===== src/sv/dpta_pkg.sv =====
// ----------------------------------------------------------------------------
// Dynamic payload type allocator package
// Shared constants, codes and the controller/datapath interface types.
// ----------------------------------------------------------------------------
package dpta_pkg;

    localparam int KEY_FIELD_W = 16;
    localparam int TYPE_W      = 7;
    localparam int COUNT_W     = 8;

    localparam logic [COUNT_W-1:0] TYPE_MIN = 8'd96;
    localparam logic [COUNT_W-1:0] TYPE_MAX = 8'd127;

    localparam logic KIND_GET      = 1'b0;
    localparam logic KIND_REGISTER = 1'b1;

    typedef enum logic [1:0] {
        ST_OK        = 2'd0,
        ST_EXHAUSTED = 2'd1,
        ST_NO_CODEC  = 2'd2
    } status_t;

    typedef enum logic [2:0] {
        OP_IDLE,
        OP_DISPATCH,
        OP_FIND,
        OP_CLEAR,
        OP_DRAW,
        OP_BIND,
        OP_FINISH
    } dp_op_t;

    typedef struct packed {
        dp_op_t op;
    } dp_cmd_t;

    typedef struct packed {
        logic need_find;
        logic need_clear;
        logic hit;
        logic scan_last;
        logic draw_done;
        logic out_free;
    } dp_status_t;

endpackage


===== src/sv/dpta_ctrl.sv =====
// ----------------------------------------------------------------------------
// Allocator controller
// Sequences dispatch, table scan, counter draw, bind and result hand-off.
// ----------------------------------------------------------------------------
module dpta_ctrl (
    input  logic                aclk,
    input  logic                aresetn,
    input  logic                s_tvalid,
    output logic                s_tready,
    output dpta_pkg::dp_cmd_t   cmd,
    input  dpta_pkg::dp_status_t stat
);
    import dpta_pkg::*;

    typedef enum logic [2:0] {
        S_IDLE,
        S_DISPATCH,
        S_FIND,
        S_CLEAR,
        S_DRAW,
        S_BIND,
        S_FINISH
    } state_t;

    state_t state_reg;
    state_t state_next;

    always_comb begin
        state_next = state_reg;
        unique case (state_reg)
            S_IDLE: begin
                if (s_tvalid) begin
                    state_next = S_DISPATCH;
                end
            end
            S_DISPATCH: begin
                priority if (stat.need_find) begin
                    state_next = S_FIND;
                end else if (stat.need_clear) begin
                    state_next = S_CLEAR;
                end else begin
                    state_next = S_FINISH;
                end
            end
            S_FIND: begin
                // A hit on the last slot wins over falling through to the draw.
                priority if (stat.hit) begin
                    state_next = S_FINISH;
                end else if (stat.scan_last) begin
                    state_next = S_DRAW;
                end
            end
            S_CLEAR: begin
                if (stat.scan_last) begin
                    state_next = S_BIND;
                end
            end
            S_DRAW: begin
                if (stat.draw_done) begin
                    state_next = S_FINISH;
                end
            end
            S_BIND: begin
                state_next = S_FINISH;
            end
            S_FINISH: begin
                if (stat.out_free) begin
                    state_next = S_IDLE;
                end
            end
            default: begin
                state_next = S_IDLE;
            end
        endcase
    end

    always_ff @(posedge aclk) begin
        if (!aresetn) begin
            state_reg <= S_IDLE;
        end else begin
            state_reg <= state_next;
        end
    end

    always_comb begin
        unique case (state_reg)
            S_IDLE:     cmd.op = OP_IDLE;
            S_DISPATCH: cmd.op = OP_DISPATCH;
            S_FIND:     cmd.op = OP_FIND;
            S_CLEAR:    cmd.op = OP_CLEAR;
            S_DRAW:     cmd.op = OP_DRAW;
            S_BIND:     cmd.op = OP_BIND;
            S_FINISH:   cmd.op = OP_FINISH;
            default:    cmd.op = OP_IDLE;
        endcase
    end

    assign s_tready = (state_reg == S_IDLE);

endmodule


===== src/sv/dpta_datapath.sv =====
// ----------------------------------------------------------------------------
// Allocator datapath
// Request and result registers, type counter, slot table and output register.
// ----------------------------------------------------------------------------
module dpta_datapath #(
    parameter int KEY_BITS = 16,
    parameter int SLOTS    = 32
) (
    input  logic                 aclk,
    input  logic                 aresetn,
    input  logic                 cfg_wr_en,
    input  logic                 cfg_wr_data,
    input  logic                 s_tvalid,
    input  logic                 s_tready,
    input  logic [23:0]          s_tdata,
    input  logic                 s_tuser,
    output logic                 m_tvalid,
    input  logic                 m_tready,
    output logic [15:0]          m_tdata,
    input  dpta_pkg::dp_cmd_t    cmd,
    output dpta_pkg::dp_status_t stat
);
    import dpta_pkg::*;

    localparam int KW = (KEY_BITS < KEY_FIELD_W) ? KEY_BITS : KEY_FIELD_W;
    localparam int IW = (SLOTS > 1) ? $clog2(SLOTS) : 1;
    localparam int CW = $clog2(SLOTS + 1);
    localparam logic [COUNT_W-1:0] SLOT_END = COUNT_W'(96 + SLOTS);

    // Control state
    logic                share_mode_reg;
    logic [COUNT_W-1:0]  next_type_reg;
    logic [SLOTS-1:0]    used_reg;
    logic [CW-1:0]       scan_cnt_reg;
    logic                rd_vld_reg;
    logic                m_tvalid_reg;

    // Payload state
    logic                req_kind_reg;
    logic [KW-1:0]       req_key_reg;
    logic                req_present_reg;
    logic [TYPE_W-1:0]   req_tnum_reg;
    logic [IW-1:0]       rd_idx_reg;
    logic [KW-1:0]       rd_key_reg;
    logic [TYPE_W-1:0]   res_pt_reg;
    status_t             res_status_reg;
    logic [TYPE_W-1:0]   out_pt_reg;
    status_t             out_status_reg;

    logic [KW-1:0]       key_mem [SLOTS];

    logic                s_fire;
    logic                share_present;
    logic                exhausted;
    logic [COUNT_W-1:0]  draw_off;
    logic [IW-1:0]       draw_idx;
    logic                draw_has_slot;
    logic                draw_free;
    logic [COUNT_W-1:0]  tnum_off;
    logic [IW-1:0]       tnum_idx;
    logic                tnum_has_slot;
    logic                scanning;
    logic                issue;
    logic [IW-1:0]       scan_idx;
    logic                hit;
    logic                wr_en;
    logic [IW-1:0]       wr_idx;
    logic                out_free;
    logic                draw_take;

    assign s_fire        = s_tvalid && s_tready;
    assign share_present = share_mode_reg && req_present_reg;

    assign exhausted     = next_type_reg > TYPE_MAX;
    assign draw_off      = next_type_reg - TYPE_MIN;
    assign draw_idx      = draw_off[IW-1:0];
    assign draw_has_slot = next_type_reg < SLOT_END;
    assign draw_free     = !draw_has_slot || !used_reg[draw_idx];
    assign draw_take     = (cmd.op == OP_DRAW) && !exhausted && draw_free;

    assign tnum_off      = {1'b0, req_tnum_reg} - TYPE_MIN;
    assign tnum_idx      = tnum_off[IW-1:0];
    assign tnum_has_slot = ({1'b0, req_tnum_reg} >= TYPE_MIN)
                           && ({1'b0, req_tnum_reg} < SLOT_END);

    // Table scan: one read issued per cycle, compared the cycle after.
    assign scanning = (cmd.op == OP_FIND) || (cmd.op == OP_CLEAR);
    assign issue    = scanning && (scan_cnt_reg < CW'(SLOTS));
    assign scan_idx = scan_cnt_reg[IW-1:0];
    assign hit      = rd_vld_reg && used_reg[rd_idx_reg] && (rd_key_reg == req_key_reg);

    assign wr_en  = (draw_take && draw_has_slot)
                    || ((cmd.op == OP_BIND) && tnum_has_slot);
    assign wr_idx = (cmd.op == OP_BIND) ? tnum_idx : draw_idx;

    assign out_free = !m_tvalid_reg || m_tready;

    assign stat.need_find  = (req_kind_reg == KIND_GET) && share_present;
    assign stat.need_clear = (req_kind_reg == KIND_REGISTER) && share_present;
    assign stat.hit        = hit;
    assign stat.scan_last  = rd_vld_reg && (rd_idx_reg == IW'(SLOTS - 1));
    assign stat.draw_done  = exhausted || draw_free;
    assign stat.out_free   = out_free;

    always_ff @(posedge aclk) begin
        if (!aresetn) begin
            share_mode_reg <= 1'b0;
            next_type_reg  <= TYPE_MIN;
            used_reg       <= '0;
            scan_cnt_reg   <= '0;
            rd_vld_reg     <= 1'b0;
            m_tvalid_reg   <= 1'b0;
        end else begin
            if (cfg_wr_en) begin
                share_mode_reg <= cfg_wr_data;
            end

            rd_vld_reg <= issue;
            if (cmd.op == OP_DISPATCH) begin
                scan_cnt_reg <= '0;
            end else if (issue) begin
                scan_cnt_reg <= scan_cnt_reg + CW'(1);
            end

            // Sharing off: a get draws straight from the counter.
            if ((cmd.op == OP_DISPATCH) && (req_kind_reg == KIND_GET)
                    && !share_mode_reg && !exhausted) begin
                next_type_reg <= next_type_reg + COUNT_W'(1);
            end
            if ((cmd.op == OP_DRAW) && !exhausted) begin
                next_type_reg <= next_type_reg + COUNT_W'(1);
            end

            if ((cmd.op == OP_CLEAR) && hit) begin
                used_reg[rd_idx_reg] <= 1'b0;
            end
            if (wr_en) begin
                used_reg[wr_idx] <= 1'b1;
            end

            if ((cmd.op == OP_FINISH) && out_free) begin
                m_tvalid_reg <= 1'b1;
            end else if (m_tready) begin
                m_tvalid_reg <= 1'b0;
            end
        end
    end

    always_ff @(posedge aclk) begin
        if (s_fire) begin
            req_kind_reg    <= s_tuser;
            req_key_reg     <= s_tdata[KW-1:0];
            req_present_reg <= s_tdata[16];
            req_tnum_reg    <= s_tdata[23:17];
        end

        rd_idx_reg <= scan_idx;
        if (issue) begin
            rd_key_reg <= key_mem[scan_idx];
        end
        if (wr_en) begin
            key_mem[wr_idx] <= req_key_reg;
        end

        unique case (cmd.op)
            OP_DISPATCH: begin
                if (share_mode_reg && !req_present_reg) begin
                    res_pt_reg     <= '0;
                    res_status_reg <= ST_NO_CODEC;
                end else if (req_kind_reg == KIND_REGISTER) begin
                    res_pt_reg     <= req_tnum_reg;
                    res_status_reg <= ST_OK;
                end else if (exhausted) begin
                    res_pt_reg     <= '0;
                    res_status_reg <= ST_EXHAUSTED;
                end else begin
                    res_pt_reg     <= next_type_reg[TYPE_W-1:0];
                    res_status_reg <= ST_OK;
                end
            end
            OP_FIND: begin
                if (hit) begin
                    res_pt_reg     <= TYPE_MIN[TYPE_W-1:0] + TYPE_W'(rd_idx_reg);
                    res_status_reg <= ST_OK;
                end
            end
            OP_DRAW: begin
                if (exhausted) begin
                    res_pt_reg     <= '0;
                    res_status_reg <= ST_EXHAUSTED;
                end else if (draw_free) begin
                    res_pt_reg     <= next_type_reg[TYPE_W-1:0];
                    res_status_reg <= ST_OK;
                end
            end
            OP_BIND: begin
                res_pt_reg     <= req_tnum_reg;
                res_status_reg <= ST_OK;
            end
            OP_IDLE, OP_CLEAR, OP_FINISH: begin
            end
            default: begin
            end
        endcase

        if ((cmd.op == OP_FINISH) && out_free) begin
            out_pt_reg     <= res_pt_reg;
            out_status_reg <= res_status_reg;
        end
    end

    assign m_tvalid = m_tvalid_reg;
    assign m_tdata  = {7'd0, out_status_reg, out_pt_reg};

endmodule


===== src/sv/dynamic_payload_type_allocator.sv =====
// Sequence: accept, dispatch, optional table walk, then the result is registered out;
//   a shared get scans the SLOTS-entry key table and on a miss then steps the
//   type counter one type per cycle.
// Throughput: one item at a time; the next request is not taken until the result
//   has been handed to the output register.
// Reset: synchronous, active low; counter to 96, all slots free, sharing off.
// ----------------------------------------------------------------------------
// Dynamic payload type allocator
// Hands out dynamic payload types 96 to 127, optionally shared per codec key.
// ----------------------------------------------------------------------------
module dynamic_payload_type_allocator #(
    parameter int KEY_BITS = 16,
    parameter int SLOTS    = 32
) (
    input  logic        aclk,
    input  logic        aresetn,
    input  logic        cfg_wr_en,
    input  logic        cfg_wr_data,  // share_mode
    input  logic        s_tvalid,
    output logic        s_tready,
    input  logic [23:0] s_tdata,      // codec_key[15:0], codec_present[16], type_number[23:17]
    input  logic        s_tuser,      // kind
    output logic        m_tvalid,
    input  logic        m_tready,
    output logic [15:0] m_tdata       // payload_type[6:0], status[8:7], zero pad[15:9]
);
    import dpta_pkg::*;

    dp_cmd_t    cmd;
    dp_status_t stat;

    dpta_ctrl u_ctrl (
        .aclk     (aclk),
        .aresetn  (aresetn),
        .s_tvalid (s_tvalid),
        .s_tready (s_tready),
        .cmd      (cmd),
        .stat     (stat)
    );

    dpta_datapath #(
        .KEY_BITS (KEY_BITS),
        .SLOTS    (SLOTS)
    ) u_datapath (
        .aclk        (aclk),
        .aresetn     (aresetn),
        .cfg_wr_en   (cfg_wr_en),
        .cfg_wr_data (cfg_wr_data),
        .s_tvalid    (s_tvalid),
        .s_tready    (s_tready),
        .s_tdata     (s_tdata),
        .s_tuser     (s_tuser),
        .m_tvalid    (m_tvalid),
        .m_tready    (m_tready),
        .m_tdata     (m_tdata),
        .cmd         (cmd),
        .stat        (stat)
    );

endmodule


===== config.mk =====
export PLATFORM = sky130hd
export DESIGN_NAME = dynamic_payload_type_allocator
export DESIGN_NICKNAME = d
export VERILOG_FILES = /design/src/sv/dpta_pkg.sv /design/src/sv/dpta_ctrl.sv /design/src/sv/dpta_datapath.sv /design/src/sv/dynamic_payload_type_allocator.sv
export SDC_FILE = /design/constraint.sdc
export NUM_CORES = 1
export LEC_CHECK = 0
export ABC_AREA = 1
export BUFFER_PORTS_ARGS = -buffer_cell sky130_fd_sc_hd__buf_2
export CAP_MARGIN = 20
export CORE_UTILIZATION = 57
export DETAILED_ROUTE_END_ITERATION = 16
export GPL_TIMING_DRIVEN = 0
export HOLD_SLACK_MARGIN = 0.06
export PLACE_DENSITY_LB_ADDON = 0.12
export SYNTH_ARGS = -nofsm -noshare
export SYNTH_HDL_FRONTEND = slang
export SYNTH_SLANG_ARGS = --single-unit

===== constraint.sdc =====
create_clock -name aclk -period 4.26 [get_ports aclk]
set_input_delay 0.426 -clock aclk [delete_from_list [all_inputs] [get_ports aclk]]
set_output_delay 0.426 -clock aclk [all_outputs]
set_load 0.005 [all_outputs]

### Word level (Yosys, flattened, before mapping)

Memories as Yosys holds them, arrays and structs flattened. A register that Yosys moved wholly into a read port is not among the register bits.
Index checks and enable logic that the tools add are counted.

* reductions and logical operators: 38
* bitwise logic cells: 5
* equality and inequality tests: 21
* add/sub/neg operators: 5
* muxes and demuxes: 42
* magnitude comparators: 9

Operator list (count)
* two-way mux 32 bit: 3
* two-way mux 7 bit: 6
* bitwise AND 32 bit: 1
* inverter 32 bit: 1
* OR 32 bit: 1
* one-hot mux 7 bit (4 select lines): 1
* two-way mux 3 bit: 8
* one-hot mux 3 bit (7 select lines): 1
* logical AND 1 bit: 20
* == test 3 bit, second input constant: 6
* < comparator 5 x 6 -> 1 bit, second input constant: 3
* one-hot mux 3 bit (6 select lines): 1
* == test 16 bit: 1
* two-way mux 8 bit: 2
* == test 3 x 2 -> 1 bit, second input constant: 4
* binary-select mux 1 bit (select 5 bit): 2
* demux 1 bit (select 5 bit): 2
* >= comparator 5 x 1 -> 1 bit, second input constant: 2
* two-way mux 2 bit: 5
* subtractor 5 x 1 -> 5 bit, second input constant: 2
* two-way mux 1 bit: 9
* adder 8 x 1 -> 8 bit, second input constant: 1
* > comparator 8 x 7 -> 1 bit, second input constant: 1
* < comparator 8 bit, second input constant: 1
* other kinds (21): 36

* memory bits (writable): 512
* register bits after elaboration: 100
* bits of input ports: 31
* memories kept: 1

Memory list
* u_datapath.key_mem: words 32, width 16, read ports 1, clocked after Yosys merged registers in 1, write ports 1, line dpta_datapath.sv:50 `logic [KW-1:0] key_mem [SLOTS];`

### Longest topological paths before layout

* depth after elaboration: 10
* depth in mapped cells: 17
* depth with buffers taken out: 15

### By module

A second synthesis with hierarchy kept.

* cells, all modules: 2259
* area, all modules: 25887.3 um^2

Modules (own cells, without submodules)
* dpta_datapath: instances 1, seq. area each 18227.5 um^2, cells an instance 2213, area an instance 25625.8 um^2
* dpta_ctrl: instances 1, seq. area each 60.1 um^2, cells an instance 46, area an instance 261.5 um^2

### Worst setup path after synthesis

Ideal clock, no wire load.

* kind: register -> register
* start: reg u_ctrl.state_reg[1]
* end: reg u_datapath.scan_cnt_reg[4]
* buffers on the path: 0
* arrival: 2.487 ns
* cell stages (with the launch flop): 7
* setup slack: 1.703 ns
* cell sequence: dfxtp_1 inv_1 nor3_1 inv_1 nor3_1 o21ai_0 a21oi_1

* longest elaborated chain between the ends: 5

RTL lines
* from (decl): line dpta_ctrl.sv:25 `state_t state_reg;`
* from (signal assigned): line dpta_ctrl.sv:81 `state_reg <= state_next;`
* == test 3 bit, or another cell as far along: line dpta_ctrl.sv:86 `unique case (state_reg)`
* one-hot mux 3 bit (6 select lines) (*): line dpta_ctrl.sv:86
* == test 3 x 2 -> 1 bit: line dpta_datapath.sv:87 `assign scanning = (cmd.op == OP_FIND) || (cmd.op == OP_CLEAR);`
* logical OR 1 bit (*): line dpta_datapath.sv:87
* logical AND 1 bit (*): line dpta_datapath.sv:88 `assign issue = scanning && (scan_cnt_reg < CW'(SLOTS));`
* named net u_datapath.issue: line dpta_datapath.sv:63 `logic issue;`
* to (signal assigned): line dpta_datapath.sv:122 `scan_cnt_reg <= scan_cnt_reg + CW'(1);`
* to (decl): line dpta_datapath.sv:34 `logic [CW-1:0] scan_cnt_reg;`

The timed path passes the listed nets; every way through them passes the cells marked *.
A chain may end at the register's enable or synchronous reset.

### Worst setup path after layout

* start: reg u_datapath.req_key_reg[8]
* end: reg u_datapath.res_pt_reg[5], enable pin

* longest elaborated chain between the ends: 4

RTL lines
* from (decl): line dpta_datapath.sv:40 `logic [KW-1:0] req_key_reg;`
* from (signal assigned): line dpta_datapath.sv:152 `req_key_reg <= s_tdata[KW-1:0];`
* == test 16 bit: line dpta_datapath.sv:90 `assign hit = rd_vld_reg && used_reg[rd_idx_reg] && (rd_key_reg == req_key_reg);`
* logical AND 1 bit: line dpta_datapath.sv:90
* inequality test 2 x 1 -> 1 bit (no line)
* AND reduction 3 bit (no line)
* to (signal assigned): line dpta_datapath.sv:171 `res_pt_reg <= req_tnum_reg;`
* to (signal assigned): line dpta_datapath.sv:177 `res_pt_reg <= next_type_reg[TYPE_W-1:0];`
* to (signal assigned): line dpta_datapath.sv:183 `res_pt_reg <= TYPE_MIN[TYPE_W-1:0] + TYPE_W'(rd_idx_reg);`
* to (decl): line dpta_datapath.sv:45 `logic [TYPE_W-1:0] res_pt_reg;`

No other way between the ends.

==> flow_metrics.py <==
metrics = {
    "setup_path": {
        "path_max_fanout": 17,
        "crit_path_end_kind": "flop",
        "cpMostUsedCell": "nand3_1",
        "critPathRequiredTime_ns": 4.52,
        "cp.arrival_ns": 3.89,
        "reg2reg_setup_slack_ns": 0.63,
        "r2r.worst_path.cells": 8,
        "r2r-end": "u_datapath.res_pt_reg[5]",
        "timing.rr.start": "u_datapath.req_key_reg[8]",
        "path_cells": "buf_16 -> xnor2_1 -> nand3_1 -> nor3_1 -> nand2_1 -> nor2_1 -> nand3_1 -> a21oi_1",
        "cpPeakStageDelay_ns": 1.01,
        "crit_slowest_cell": "edfxtp_1",
        "crit_type": "flop to flop",
        "start_kind": "flop",
    },
    "synth": {
        "syn_area_per_cell_um2": 11.5,
        "yosys.area_share.simple_pct": 13.3,
        "synth_top_family_by_area": "simple AND/OR/NAND/NOR gates",
        "synth-xor-area-share_pct": 0.135,
        "ys_top_cells_by_area": "edfxtp_1 66%, o21ai_0 5.4%, nor2_1 5.0%, dfxtp_1 4.4%, nand2_1 4.3%",
        "synth-compound-area-share_pct": 11.6,
        "synthAdderAreaFrac_pct": 0.0963,
        "synth_top_area_share_pct": 66.0,
        "postSynthCellCount": 2257,
        "ys_seq_area_share_pct": 70.3,
        "netlist_area_mm2": 0.0260,
        "synth_ff_type": "edfxtp_1",
        "synth.distinct_cells": 46,
        "async_flop_share_pct": 0,
        "synth_edf_count": 571,
        "synth_top_cell_by_area": "edfxtp_1",
        "synth_seq_cells": 628,
        "yosys_warnings": 0,
        "synth_mux_area_share_pct": 0,
    },
    "min_path": {
        "min_to": "u_datapath.m_tvalid",
        "min_path_cells": 4,
        "worstHoldPathType": "primary input to flop",
        "hp-start": "m_tready",
    },
    "cells_and_area": {
        "largest_reg_flops": 512,
        "final_layout_size_suffix_gt1_share_pct": 10.3,
        "antenna_cells": 0,
        "area.growth.synth_to_final_pct": 14.7,
        "fill_cells": 3278,
        "final_nets": 2452,
        "regArea_mm2": 0.0183,
        "multi_input_area_mm2": 0.00657,
    },
    "power": {
        "powerDensity_mw_per_mm2": 588,
        "p_leak_nw": 10.3,
        "ir_worst_vdd_v": 0.000440,
    },
    "timing": {
        "period_minus_slack_ns": 3.63,
        "slew_headroom_pct": 26.5,
        "report.final.slew_viol_count": 0,
        "post-route-period-util_pct": 85.3,
        "clock.fmax_mhz": 275,
        "finalSetupViolCount": 0,
        "worstMarginPinSlew_ns": 1.10,
        "rsz0062_at_grt": "no",
        "hold_viol": 0,
        "hold_ws_ns": 0.164,
        "worst_clock_skew_ns": 0.0229,
        "fin_setup_tns_ns": 0,
    },
    "run_status": {
        "status": "complete, no violations",
    },
    "placed_design": {
        "place_congestion": 1.01,
        "dp_hpwl_um": 55100,
        "port-buffer-count": 40,
    },
    "clocking": {
        "clockRootBuffer": "clkbuf_16",
        "insertion_delay_ns": 0.65,
        "clk_pin_slew_ns": 0.06,
        "numClockSinks": 628,
        "clock_path_buffers": 3,
        "htreeDepth": 2,
        "cts_buffers": 61,
        "cts_resized": 0,
        "cts_tree": "yes",
    },
    "floorplan": {
        "fp.dieH_um": 216,
        "io_pins": 49,
        "placementRows": 77,
        "start_util_pct": 58.3,
        "core-area_mm2": 0.0446,
        "die_w_um": 216,
        "dieArea_mm2": 0.0465,
    },
    "drt": {
        "post-route-drc-count": 0,
        "wl_per_cell_um": 26.5,
        "drt_iter0_markers": 2395,
        "vias_per_cell": 6.22,
        "drtPass1Iterations": 6,
        "drtAntennaViolNets": 0,
        "route.vias.total": 19012,
        "routed_wirelength_um": 81100,
    },
    "run": {
        "drv_cap": 0,
    },
    "global_routing": {
        "overflow": 0,
        "antenna_found_initial": 0,
        "grt_start_max_net_pins": 26,
        "grt_pass1_wl_um": 118000,
        "grt_pass1_vias": 17837,
        "grt.total_usage_pct": 35.1,
    },
}
## routing by layer
| layer | wire length, um | vias to the layer above | track usage [%] | share of wire, % |
|---|---|---|---|---|
| met2 | 37400 | 1081 | 54.8 | 46 |
| met5 | 0 | - | 0 | 0 |
| met1 | 31900 | 9364 | 49.0 | 39 |
| li1 | - | 8400 | - | - |
| met4 | 3520 | 0 | 14.2 | 4.3 |
| met3 | 8200 | 167 | 6.37 | 10 |
## cells in the final DEF (no fill, tap or decap), drive strengths merged, types with 4 or more instances in the layout
master | synthesis | routed
a21oi | 55 | 55
nand4 | 22 | 22
o2111ai | 5 | 5
clkinv | 2 | 31
clkbuf | 91 | 158
inv | 145 | 151
buf | 42 | 108
dfxtp | 57 | 57
o21ai | 302 | 302
or2 | 7 | 7
nand2 | 305 | 305
xnor2 | 4 | 4
dlygate4sd3 | 0 | 27
nor3 | 24 | 24
conb | 1 | 7
o22ai | 85 | 85
o211ai | 25 | 25
nor2 | 362 | 362
edfxtp | 571 | 571
o221ai | 47 | 47
bufinv | 0 | 7
nand3 | 94 | 94
## area by class of cell
class / count / area share (%)
Sequential cell: 628 / 61.4
Multi-Input combinational cell: 1355 / 22.0
Clock buffer: 67 / 5.20
Timing Repair Buffer: 93 / 3.56
Tap cell: 592 / 2.49
Buffer: 133 / 2.09
Inverter: 147 / 1.87
Clock inverter: 44 / 1.41
## stage by stage
step	total power [mW]	cells	cell area [um2]	util (%)	setup WS, ns
final	17.5	3059	29800	66.8	0.626
after floorplan	10.0	2263	26000	-	1.70
after CTS	17.4	3059	29800	66.8	0.685
after global routing	18.0	3059	29800	66.8	0.541
after detailed placement	12.1	2921	27600	61.8	0.715
after global placement	11.8	2895	27000	60.4	0.395
## how the worst max path moves through the flow
stage,startpoint,end,slack [ns],cells past startpoint
after floorplan,u_ctrl.state_reg[1],u_datapath.scan_cnt_reg[4],1.70,6
after detailed placement,u_datapath.req_key_reg[8],u_datapath.res_pt_reg[0],0.71,8
after global placement,u_datapath.req_key_reg[4],u_datapath.res_pt_reg[0],0.39,9
after global routing,u_datapath.req_key_reg[8],u_datapath.res_pt_reg[0],0.54,8
after CTS,u_datapath.req_key_reg[8],u_datapath.res_status_reg[1],0.69,8
final,u_datapath.req_key_reg[8],u_datapath.res_pt_reg[5],0.63,8
## cells in the mapped netlist, types with 25 or more instances
library cell,count
edfxtp_1,571
nor2_1,346
nand2_1,298
o21ai_0,282
inv_1,131
nand3_1,92
clkbuf_1,90
o22ai_1,85
dfxtp_1,57
a21oi_1,51
o221ai_1,47
o211ai_1,25
## worst max-delay path: cells and delay by family, from the launching register on
family / cells / cell delay [ns]
DFF: 1 / 1.01
and+or+nand+nor: 5 / 1.00
buffers and inverters: 1 / 0.24
AOI/OAI and AO/OA: 1 / 0.81
xor gates and xnor gates: 1 / 0.17
## power breakdown
part | leakage [nW] | switching, mW | internal [mW]
sequential | 5.61 | 0.305 | 7.32
clock | 0.966 | 2.37 | 3.05
combinational | 3.73 | 3.27 | 1.21
## cells by family after synthesis
| group | Yosys count |
|---|---|
| compound gates | 521 |
| other cells | 1 |
| xor+xnor | 4 |
| simple gates | 821 |
| buf+inv | 280 |
| flops | 628 |
| fa+ha+maj | 2 |
## timing repair
item                      CTS  global route
buffers inserted            0             0
hold endpoints to repair   26             0
hold buffers               27             0
Power figures use the tool's default switching activity.
